--- config.mk ---
export PLATFORM = sky130hd
export DESIGN_NAME = sctb_regs
export DESIGN_NICKNAME = d
export VERILOG_FILES = /design/src/sv/sctb_pkg.sv /design/src/sv/sctb_regs.sv
export SDC_FILE = /design/constraint.sdc
export NUM_CORES = 1
export LEC_CHECK = 0
export BUFFER_PORTS_ARGS = -buffer_cell sky130_fd_sc_hd__buf_4
export CAP_MARGIN = 40
export CORE_MARGIN = 4
export CORE_UTILIZATION = 45
export CTS_CLUSTER_SIZE = 12
export DETAILED_ROUTE_END_ITERATION = 10
export GPL_ROUTABILITY_DRIVEN = 0
export GPL_TIMING_DRIVEN = 1
export PLACE_DENSITY_LB_ADDON = 0.3
export SYNTH_ARGS = -nofsm -noshare
export SYNTH_HDL_FRONTEND = slang
export SYNTH_SLANG_ARGS = --single-unit
--- constraint.sdc ---
create_clock -name clk -period 1.2 [get_ports clk]
set_clock_uncertainty 0.2 [all_clocks]
set_input_delay 0.06 -clock clk [delete_from_list [all_inputs] [get_ports clk]]
set_output_delay 0.06 -clock clk [all_outputs]
set_load 0.01 [all_outputs]
--- src/sv/sctb_pkg.sv ---
`default_nettype none

package sctb_pkg;

	localparam int MAX_SRC_W   = 256;
	localparam int MAX_SRC_H   = 256;
	localparam int FRAME_DEPTH = MAX_SRC_W * MAX_SRC_H;
	localparam int ADDR_W      = $clog2(FRAME_DEPTH);

	localparam int SRC_ADDR_W = 16;
	localparam int PIX_W      = 32;
	localparam int CHAN_W     = 8;
	localparam int RGB_W      = 3 * CHAN_W;
	localparam int COORD_W    = 8;
	localparam int DIM_W      = 9;
	localparam int POS_W      = 13;

	// mapping numerator, its magnitude and the quotient width
	localparam int T_W    = POS_W + DIM_W + 1;
	localparam int MAG_W  = T_W - 1;
	localparam int FRAC_W = 4;
	localparam int NQ     = MAG_W - FRAC_W;

	localparam int SUM_W     = CHAN_W + 2;
	localparam int LIT_LIMIT = 128 * 3;

	localparam int Q_DEPTH = 4;
	localparam int Q_PTR_W = $clog2(Q_DEPTH);

	localparam int PADDR_W = 5;
	localparam int PDATA_W = 32;

	localparam logic KIND_WRITE = 1'b0;

	localparam logic [DIM_W-1:0] DIM_RESET  = DIM_W'(256);
	localparam logic [POS_W-1:0] SIZE_RESET = POS_W'(4096);

	typedef enum logic [2:0] {
		REG_SRC_WIDTH,
		REG_SRC_HEIGHT,
		REG_CROP_X,
		REG_CROP_Y,
		REG_CROP_W,
		REG_CROP_H,
		REG_OUT_WIDTH,
		REG_OUT_HEIGHT
	} reg_idx_t;

	typedef struct packed {
		logic [DIM_W-1:0]        src_width;
		logic [DIM_W-1:0]        src_height;
		logic signed [POS_W-1:0] crop_x;
		logic signed [POS_W-1:0] crop_y;
		logic [POS_W-1:0]        crop_w;
		logic [POS_W-1:0]        crop_h;
		logic [DIM_W-1:0]        out_width;
		logic [DIM_W-1:0]        out_height;
	} cfg_t;

	typedef struct packed {
		logic                  kind;
		logic [SRC_ADDR_W-1:0] src_addr;
		logic [PIX_W-1:0]      pixel;
		logic [COORD_W-1:0]    out_x;
		logic [COORD_W-1:0]    out_y;
	} req_t;

	typedef struct packed {
		logic               lit;
		logic               inside_res;
		logic [COORD_W-1:0] col;
		logic [COORD_W-1:0] row;
	} res_t;

	typedef struct packed {
		logic               kind;
		logic [ADDR_W-1:0]  addr;
		logic [RGB_W-1:0]   data;
		logic [COORD_W-1:0] col;
		logic [COORD_W-1:0] row;
		logic               neg_x;
		logic               neg_y;
	} meta_t;

	typedef struct packed {
		logic               wr;
		logic               in_frame;
		logic [ADDR_W-1:0]  addr;
		logic [RGB_W-1:0]   data;
		logic [COORD_W-1:0] col;
		logic [COORD_W-1:0] row;
	} cmd_t;

endpackage

`default_nettype wire

--- src/sv/sctb_regs.sv ---
`default_nettype none

module sctb_regs (
	input  wire logic                          clk,
	input  wire logic                          arst_n,
	input  wire logic                          psel,
	input  wire logic                          penable,
	input  wire logic                          pwrite,
	input  wire logic [sctb_pkg::PADDR_W-1:0] paddr,
	input  wire logic [sctb_pkg::PDATA_W-1:0] pwdata,
	output logic [sctb_pkg::PDATA_W-1:0]      prdata,
	output logic                               pready,
	output sctb_pkg::cfg_t                     cfg
);

	sctb_pkg::cfg_t     cfg_q;
	sctb_pkg::reg_idx_t idx;
	logic               wr_en;

	assign idx    = sctb_pkg::reg_idx_t'(paddr[sctb_pkg::PADDR_W-1:2]);
	assign wr_en  = psel && penable && pwrite;
	assign pready = 1'b1;
	assign cfg    = cfg_q;

	always_ff @(posedge clk or negedge arst_n) begin
		if (!arst_n) begin
			cfg_q.src_width  <= sctb_pkg::DIM_RESET;
			cfg_q.src_height <= sctb_pkg::DIM_RESET;
			cfg_q.crop_x     <= '0;
			cfg_q.crop_y     <= '0;
			cfg_q.crop_w     <= sctb_pkg::SIZE_RESET;
			cfg_q.crop_h     <= sctb_pkg::SIZE_RESET;
			cfg_q.out_width  <= sctb_pkg::DIM_RESET;
			cfg_q.out_height <= sctb_pkg::DIM_RESET;
		end else if (wr_en) begin
			unique case (idx)
				sctb_pkg::REG_SRC_WIDTH: begin
					cfg_q.src_width <= pwdata[sctb_pkg::DIM_W-1:0];
				end
				sctb_pkg::REG_SRC_HEIGHT: begin
					cfg_q.src_height <= pwdata[sctb_pkg::DIM_W-1:0];
				end
				sctb_pkg::REG_CROP_X: begin
					cfg_q.crop_x <= $signed(pwdata[sctb_pkg::POS_W-1:0]);
				end
				sctb_pkg::REG_CROP_Y: begin
					cfg_q.crop_y <= $signed(pwdata[sctb_pkg::POS_W-1:0]);
				end
				sctb_pkg::REG_CROP_W: begin
					cfg_q.crop_w <= pwdata[sctb_pkg::POS_W-1:0];
				end
				sctb_pkg::REG_CROP_H: begin
					cfg_q.crop_h <= pwdata[sctb_pkg::POS_W-1:0];
				end
				sctb_pkg::REG_OUT_WIDTH: begin
					cfg_q.out_width <= pwdata[sctb_pkg::DIM_W-1:0];
				end
				sctb_pkg::REG_OUT_HEIGHT: begin
					cfg_q.out_height <= pwdata[sctb_pkg::DIM_W-1:0];
				end
				default: begin
				end
			endcase
		end
	end

	always_comb begin
		unique case (idx)
			sctb_pkg::REG_SRC_WIDTH:  prdata = sctb_pkg::PDATA_W'(cfg_q.src_width);
			sctb_pkg::REG_SRC_HEIGHT: prdata = sctb_pkg::PDATA_W'(cfg_q.src_height);
			sctb_pkg::REG_CROP_X:     prdata = sctb_pkg::PDATA_W'($unsigned(cfg_q.crop_x));
			sctb_pkg::REG_CROP_Y:     prdata = sctb_pkg::PDATA_W'($unsigned(cfg_q.crop_y));
			sctb_pkg::REG_CROP_W:     prdata = sctb_pkg::PDATA_W'(cfg_q.crop_w);
			sctb_pkg::REG_CROP_H:     prdata = sctb_pkg::PDATA_W'(cfg_q.crop_h);
			sctb_pkg::REG_OUT_WIDTH:  prdata = sctb_pkg::PDATA_W'(cfg_q.out_width);
			sctb_pkg::REG_OUT_HEIGHT: prdata = sctb_pkg::PDATA_W'(cfg_q.out_height);
			default:                  prdata = '0;
		endcase
	end

endmodule

`default_nettype wire

; ---- Word-level counts from Yosys, hierarchy flattened
; Index checks and enable logic that the tools add are counted.
[totals]
out_inout_bits = 121
wordCells = 27
reg_bits = 88
[op_classes]
n_eq_ne = 7
n_reduce_logical = 11
mux = 1
[op_table]
columns = op, count
row1 = $pmux W32 S8, 1
row2 = $reduce_and A2 Y1, 8
row3 = $eq A3 B3 Y1 const B, 4
row4 = $eq A3 B2 Y1 const B, 2
row5 = $eq A3 B1 Y1 const B, 1
row6 = $logic_not A3 Y1, 1
row7 = $logic_and A1 B1 Y1, 2

; ---- Longest topological paths before layout
; Gate-level depths: netlist of the first run.
[logic_depth]
ltp_word = 3
mapped_depth = 6
ltp_nobuf = 4

; ---- Worst setup path before layout of the first run
; No wires, ideal clock.
[synth_timing]
kind = input to register
startpoint = in paddr[2] in the netlist's numbering
endpoint = reg cfg_q (netlist bit cfg[33])
slack_ps = -240
stages = 5
arrival_ps = 1115
cell_sequence = buf_2 nand2b_1 nor2_2 buf_4 mux2_2
[synth_between]
elab_chain_len = 2
[synth_rtl]
columns = element, line
row1 = start: declaration, sctb_regs.sv:9  ; input wire logic [sctb_pkg::PADDR_W-1:0] paddr,
row2 = $eq A3 B3 Y1, sctb_regs.sv:36  ; unique case (idx)
row3 = $reduce_and A2 Y1 (no line), --
row4 = end: declaration, sctb_regs.sv:16  ; sctb_pkg::cfg_t cfg_q;
; Every way passes these cells.
; A chain may end at the register's enable or synchronous reset.

; ---- Worst setup path after layout of the first run
[layout_timing]
startpoint = reg cfg_q (netlist bit cfg[17])
endpoint = out prdata[8] in the netlist's numbering
[layout_between]
elab_chain_len = 1
[layout_rtl]
columns = element, line
row1 = $pmux W32 S8, sctb_regs.sv:68  ; unique case (idx)
row2 = end: declaration, sctb_regs.sv:11  ; output logic [sctb_pkg::PDATA_W-1:0] prdata,
; Every way passes these cells. The select of a mux whose other input is x is not followed.

==> results of run 1 <==
layer usage:
metal	track usage [%]	routed length (um)
met1	31.5	5660
met2	44.8	7770
met3	5.94	1190
met4	8.33	492
met5	0	0
cells by family (layout without fill, tap and decap cells):
| logic type | Yosys count | in the layout |
|---|---|---|
| DFF | 88 | 88 |
| AOI/OAI and AO/OA | 41 | 41 |
| muxes | 111 | 111 |
| buffers and inverters | 37 | 269 |
| other | 2 | 20 |
| and+or+nand+nor | 55 | 55 |
path summary, 6_finish.rpt:
check | endpoint | slack (ps) | from | depth (start not counted)
setup / recovery | prdata[8] | -630 | cfg[17] | 5
hold / removal | cfg[46] | -30 | arst_n | 2
setup reg to reg | cfg[54] | -30 | cfg[54] | 3
hold reg to reg | cfg[45] | 360 | cfg[45] | 1
max in group asynchronous | cfg[76] | 330 | arst_n | 3
min in group clk | cfg[79] | 80 | paddr[4] | 4
power by group:
part	total [W]	internal (W)	switching, W	leakage [nW]
logic	0.00457	0.00289	0.00168	2.33
clock network	0.00237	0.00119	0.00118	0.106
registers	0.00411	0.00357	0.000542	1.11
total	0.0111	0.00766	0.00340	3.55
worst max-delay path, cell delays in order, from the launching register on:
cell and delay, ps:
dfstp_2 550, mux2i_1 70, a211oi_1 220, a21oi_1 80, a21oi_2 150, buf_4 140
synth_stat cells (all sizes together):
| cell type | n |
|---|---|
| nand2 | 9 |
| a21o | 2 |
| clkbuf | 2 |
| nor3 | 2 |
| a32oi | 1 |
| nand4b | 1 |
| dfstp | 6 |
| mux2 | 89 |
| nand4 | 1 |
| mux2i | 22 |
| o22a | 1 |
| a31oi | 2 |
| o21ai | 6 |
| nor2 | 18 |
| nor3b | 6 |
| buf | 35 |
| nand3 | 8 |
| nand2b | 7 |
| a211oi | 6 |
| dfrtp | 82 |
| or3 | 1 |
| a22oi | 4 |
| conb | 2 |
| nor2b | 2 |
| a221oi | 1 |
| a21oi | 13 |
| a22o | 1 |
| o22ai | 4 |
layout make-up:
type                       instances  area, um2
timing repair buffer             253       2670
sequential                        88       2210
multi-input combinational        227       2140
fill                             527       1870
tap                              129        161
clock buffer                       9        124
clock inverter                     7        101
layout by cell type, fill, tap and decap left out, types with 4 or more instances in the layout:
cell / count
dfstp_2: 6
dlygate4sd3_1: 14
a211oi_2: 5
buf_6: 159
buf_4: 69
nor3b_2: 5
o21ai_0: 6
nor2_1: 12
conb_1: 20
dfrtp_1: 82
mux2i_1: 22
mux2_2: 63
o22ai_1: 4
nand2b_1: 5
nor2_4: 5
mux2_4: 24
buf_12: 11
a21oi_2: 11
nand2_1: 9
nand3_1: 7
clkbuf_8: 9
stage by stage:
step | utilization (%) | power, W | hold WS, ps | setup WS [ps] | std cells
2_1_floorplan | - | 0.00537 | -436 | -138 | 352
3_3_place_gp | 65.8 | 0.00726 | -169 | -265 | 655
3_5_place_dp | 65.8 | 0.00736 | -161 | -305 | 655
4_1_cts | 76.6 | 0.0106 | -17.3 | -611 | 702
5_1_grt | 79.8 | 0.0115 | 6.54 | -686 | 713
6_report | 79.8 | 0.0111 | -33.0 | -630 | 713
repair_timing:
action,in CTS,in global routing
hold buffers,14,0
cloned,0,0
endpoints found under the setup margin,72,106
pin swaps,14,10
hold endpoints to repair,176,0
buffers inserted,29,40
gates resized for setup,133,80
==> impl_metrics.ini, run 1 <==
[clocking]
cts_buffer_depth = 2
cts_tree = done
cts_buffers = 9
h-tree-depth = 3
clockRootBuffer = clkbuf_8
clock_latency_ps = 350
clock_sinks = 88
path_clk_slew_ps = 100

[critical_path]
cp_max_fo = 2
required_ps = 940
worst_ep_arrival_time_ps = 1570
critPathKind = flip-flop to output pin
critPathLaunchType = flip-flop
cp-end-kind = output pin

[flow_run]
cap_violations = 0

[die]
rows = 35
dieArea_um2 = 11200
ios = 163
start_util_pct = 46.4
coreArea_um2 = 9280
chipWidth_um = 106
die_y_um = 106

[timing]
rsz0062_at_grt = yes
finalSetupViolations = 85
fin_ws_ps = -630
fmax_ghz = 0.547
hold_viol_final = 21
finalCritPeriodShare_pct = 152
hold_slack_ps = -33.0
final_max_slew_viol_count = 0
fin_tns_setup_ps = -11110
fin_crit_ps = 1830

[min_path]
holdCritPathClass = primary input to async pin

[layout]
syn_to_final_growth_pct = 72.1
largest_register_ffs = 88
num_antenna_cells = 0
fin_nets = 621
drive_above_1_share_pct = 66.1
final_area_um2 = 7410

[outcome]
violations = negative hold slack, negative setup slack
status = finished, violations left

[placement]
port_buffers = 121
placed_area_um2 = 6110
dp.final_hpwl_um = 9170

[synth]
synth_mux_area_share_pct = 28.4
ys_seq_elements = 88
synth_top_family_by_area = multiplexers
synth_cell_type_count = 33
synth_warnings = 0
synth-adder-area-share_pct = 0
yosys.area_share.xor_xnor_pct = 0
synth_compound_area_share_pct = 5.99
syn_area_per_cell_um2 = 12.9
synthSimpleGateAreaFrac_pct = 8.17
synthCells = 334
synth_area_leaders = dfrtp_1 (48%), mux2_2 (23%), mux2i_1 (5.1%)
synth_top_area_share_pct = 47.7
ys_seq_area_share_pct = 51.3
syn_area_um2 = 4310
yosysTopAreaCell = dfrtp_1

[route]
dr.pass1.iters = 4
first_iter_violations = 162
routed_via_density = 5.33
ant_nets = 0
vias = 3798
wire_per_inst_um = 21.2
drc = 0
wl_um = 15100

[global_routing]
grt_pass1_wl_um = 22400
overflow = 0
grt_pass1_vias = 4082
grt.total_usage_pct = 25.7
grt_max_degree = 31
antenna_found_initial = 0

[pwr]
vdd_drop_max_v = 0.000904
power_per_cell_area_nw_per_um2 = 1490
p_leak_nw = 3.55
No activity file was read; power rests on OpenSTA's default activity.
==> run 2: changes to the inputs <==
CELL_PAD_IN_SITES_DETAIL_PLACEMENT = 0   (was default)
CELL_PAD_IN_SITES_GLOBAL_PLACEMENT = 1   (was default)
CORE_UTILIZATION = 34   (was 45)
==> run 2 against run 1 <==
Effect of this change:
- highest routed layer unchanged
- largest power group unchanged
- flip-flop and latch count unchanged
- clock power is 18% higher
- the flow still finishes with violations (negative hold slack, negative setup slack)
- largest cell class unchanged
- register-to-register slack improved by 20 ps
==> impl_metrics.ini, run 2 (synthesized netlist as in run 1, its figures left out) <==
[clocking]
cts_buffer_depth = 2
cts_buffers = 9
clock_latency_ps = 330
hold_buffers = 14
clock_sinks = 88
h-tree-depth = 3
cts_tree = done
clockRootBuffer = clkbuf_16
path_clk_slew_ps = 60

[critical_path]
crit_chain = mux2i_1, a211oi_2, a21oi_1, a21oi_2, buf_4
cp-startpoint = cfg[17]
cp_max_fo = 2
r2r-start = cfg[49]
critPathLaunchType = flip-flop
crit_end = prdata[8]
slowest_delay_ps = 530
required_ps = 940
r2r-end = cfg[49]
critPathKind = flip-flop to output pin
reg2regPathDepth = 3
cp-end-kind = output pin
r2r_setup_slack_ps = -10
crit_path_top_delay_cell = dfstp_2
worst_ep_arrival_time_ps = 1510

[global_routing]
grt_max_degree = 31
antenna_found_initial = 0
grt.total_usage_pct = 19.1
grt_pass1_vias = 3789
grt_pass1_wl_um = 21300
overflow = 0

[layout]
drive_above_1_share_pct = 64.9
fin_nets = 618
layout_common_cells = buf_6 (134), buf_4 (93), dfrtp_1 (80)
final_common_cell = buf_6
fin_util_pct = 60.1
syn_to_final_growth_pct = 70.5
fill_cells = 1019
largest_register_ffs = 88
num_antenna_cells = 0

[min_path]
holdCritPathClass = primary input to async pin

[timing]
fin_ws_ps = -567
finalCritPeriodShare_pct = 147
final_max_slew_viol_count = 0
finalSetupViolations = 77
hold_slack_ps = -85.7
fin_crit_ps = 1770
hold_viol_final = 10
fmax_ghz = 0.566
rsz0062_at_grt = yes
fin_tns_setup_ps = -6970

[pwr]
vdd_drop_max_v = 0.000780
power_per_cell_area_nw_per_um2 = 1520
p_leak_nw = 3.52

[placement]
post-place-ws_ps = -348
dp.final_hpwl_um = 9720
port_buffers = 121

[route]
drc = 0
ant_nets = 0
wl_um = 13900
dr.pass1.iters = 5
first_iter_violations = 150
vias = 3575
routed_via_density = 4.77
wire_per_inst_um = 18.5

[die]
chipWidth_um = 121
coreArea_um2 = 12200
start_util_pct = 35.3
dieArea_um2 = 14500
rows = 40
ios = 163
die_y_um = 121

[outcome]
violations = negative hold slack, negative setup slack
status = finished, violations left

[flow_run]
cap_violations = 0
## run 2: changes by cell type in the layout (fill, tap and decap cells not counted), moves of 5 or more
cell       change
clkbuf_16      +9
buf_4         +24
buf_6         -25
mux2_2         +5
clkbuf_8       -8
## run 2: where the power goes
group	internal, W	switching (W)	total, W
Combinational	0.00274	0.00158	0.00432
Sequential	0.00358	0.000493	0.00408
Clock	0.00166	0.00114	0.00280
## run 2: area by class of cell
cell class,count,area [um2],share of cell area (%)
repair buffers,250,2530,34.4
flip-flops and latches,88,2210,30.1
well taps,168,210,2.86
multi-input cells,227,2100,28.6
clock inverters,4,45.0,0.613
clock buffers,12,246,3.36
## run 2: worst min-delay path by stage
stage | startpoint | cells after the start | endpoint
floorplan | arst_n | 0 | cfg[0]
CTS | arst_n | 2 | cfg[50]
detailed placement | arst_n | 1 | cfg[50]
global route | arst_n | 2 | cfg[50]
finish | arst_n | 2 | cfg[79]
global placement | arst_n | 1 | cfg[76]
## run 2: timing repair
| action | in CTS | in global routing |
|---|---|---|
| gates cloned | 0 | 0 |
| pin swaps | 12 | 4 |
| endpoints found under the hold margin | 176 | 10 |
| endpoints found under the setup margin | 65 | 93 |
| resized for setup | 126 | 44 |
| buffers inserted | 25 | 26 |
## run 2: critical path, delay by kind of cell (launching register included)
family | cells | cell delay, ps
AO/OA/AOI/OAI | 3 | 420
buffers and inverters | 1 | 140
flip-flops | 1 | 530
multiplexers | 1 | 80
## run 2: per-stage QoR
stage	cell area [um2]	std cells	total power (W)
2_1_floorplan	4510	352	0.00537
3_3_place_gp	6120	692	0.00728
3_5_place_dp	6120	692	0.00735
4_1_cts	7150	738	0.0110
5_1_grt	7340	749	0.0117
6_report	7340	749	0.0112
## run 2: routing by layer
metal	global-route usage, %	up-vias	wire (um)
li1	-	1647	-
met1	26.0	1804	6000
met2	30.3	104	6810
met3	4.12	20	767
met4	6.73	0	295
met5	0	-	0
==> run 3: changes to the inputs <==
REMOVE_ABC_BUFFERS = 1   (was default)
==> run 3 against run 2 <==
Effect of this change:
- the run ends with negative setup slack left
- combinational power shrank 6.0%
- non-clock buffer count shrank 5
- clock power shrank 5%
- critical path depth is the same
- largest cell class unchanged
==> impl_metrics.ini, run 3 (synthesized netlist as in run 1, its figures left out) <==
[outcome]
status = finished, violations left
violations = negative setup slack

[layout]
drive_above_1_share_pct = 60.8
regArea_um2 = 2210
instances_no_fill = 744
largest_register_ffs = 88
num_antenna_cells = 0
final_area_um2 = 7030
layout_common_cells = buf_6 (125), buf_4 (101), mux2_2 (85)
fill_cells = 1056
syn_to_final_growth_pct = 63.3
multi_input_area_um2 = 1930
final_common_cell = buf_6
fin_nets = 613

[pwr]
power_w = 0.0108
power_per_cell_area_nw_per_um2 = 1530
vdd_drop_max_v = 0.000702
p_leak_nw = 3.40

[die]
dieArea_um2 = 14500
chipWidth_um = 121
ios = 163
rows = 40
die_y_um = 121
coreArea_um2 = 12200
start_util_pct = 35.3

[clocking]
clock_sinks = 88
cts_buffers = 9
cts_buffer_depth = 2
clock_latency_ps = 330
clockRootBuffer = clkbuf_16
path_clk_slew_ps = 60
h-tree-depth = 3
cts_tree = done

[critical_path]
required_ps = 940
critPathLaunchType = flip-flop
critPathKind = flip-flop to output pin
worst_ep_arrival_time_ps = 1500
cp_max_fo = 2
cp-end-kind = output pin

[global_routing]
grt_pass1_vias = 3725
grt_pass1_wl_um = 21100
grt_max_degree = 58
antenna_found_initial = 0
overflow = 0
grt.total_usage_pct = 18.7

[route]
wire_per_inst_um = 18.0
drc = 0
wl_um = 13400
dr.pass1.iters = 4
first_iter_violations = 193
ant_nets = 0
vias = 3579
routed_via_density = 4.81

[timing]
fmax_ghz = 0.567
finalSetupViolations = 76
final_max_slew_viol_count = 0
fin_ws_ps = -564
fin_crit_ps = 1760
hold_viol_final = 0
finalCritPeriodShare_pct = 147
rsz0062_at_grt = yes

[placement]
dp.final_hpwl_um = 9400
placed_cells = 688
placed_area_um2 = 5920
port_buffers = 121
post-place-ws_ps = -281

[flow_run]
cap_violations = 0

[min_path]
holdCritPathClass = primary input to async pin
[run 3: cell count changes in the layout (fill, tap and decap cells not counted), sizes merged]
| cell | delta |
|---|---|
| buf | -6 |
| clkbuf | +2 |
| clkinvlp | +1 |
| dlygate4sd3 | +1 |
| bufinv | -1 |
| clkinv | -2 |
[run 3: report_power, final]
part | internal, W | total (W) | switching (W)
registers | 0.00358 | 0.00405 | 0.000470
clock network | 0.00152 | 0.00266 | 0.00114
logic | 0.00256 | 0.00406 | 0.00150
total | 0.00767 | 0.0108 | 0.00310
[run 3: final cells by class]
| type | count | area share (%) |
|---|---|---|
| Clock inverter | 2 | 0.231 |
| Clock buffer | 14 | 3.76 |
| Multi-Input combinational cell | 227 | 27.5 |
| Sequential cell | 88 | 31.4 |
| Tap cell | 168 | 2.99 |
| Timing Repair Buffer | 245 | 34.1 |
[run 3: path summary, 6_finish.rpt]
path / from / endpoint / slack, ps / cells past startpoint
max in group asynchronous: arst_n / cfg[13] / 210 / 3
min in group clk: penable / cfg[83] / 220 / 5
min reg2reg: cfg[83] / cfg[83] / 340 / 1
max reg2reg: cfg[17] / cfg[17] / -50 / 4
max: cfg[17] / prdata[8] / -560 / 5
min: arst_n / cfg[74] / 80 / 3
[run 3: timing repair]
item	CTS	global route
resized for setup	118	35
hold buffers	15	0
setup buffers	27	29
setup endpoints to repair	61	76
pin swaps	18	8
hold endpoints to repair	176	0
[run 3: worst max-delay path: stages, from the launching register on]
cell	delay, ps
dfstp_2	530
mux2i_1	60
a211oi_1	190
a21oi_1	60
a21oi_1	170
buf_4	150
[run 3: metrics by stage]
| step | TNS [ps] | hold slack [ps] | util (%) |
|---|---|---|---|
| 2_1_floorplan | -8830 | -436 | - |
| 3_3_place_gp | -20890 | -334 | 48.4 |
| 3_5_place_dp | -22190 | -335 | 48.4 |
| 4_1_cts | -7600 | 92.8 | 56.7 |
| 5_1_grt | -9860 | 111 | 57.6 |
| 6_report | -6870 | 82.8 | 57.6 |
[run 3: routing by layer]
layer	up-vias	part of all wire, %	track usage (%)
met4	0	1.0	5.10
met5	-	0	0
met2	128	48	30.1
met1	1783	43	24.3
li1	1654	-	-
met3	14	8.1	5.85
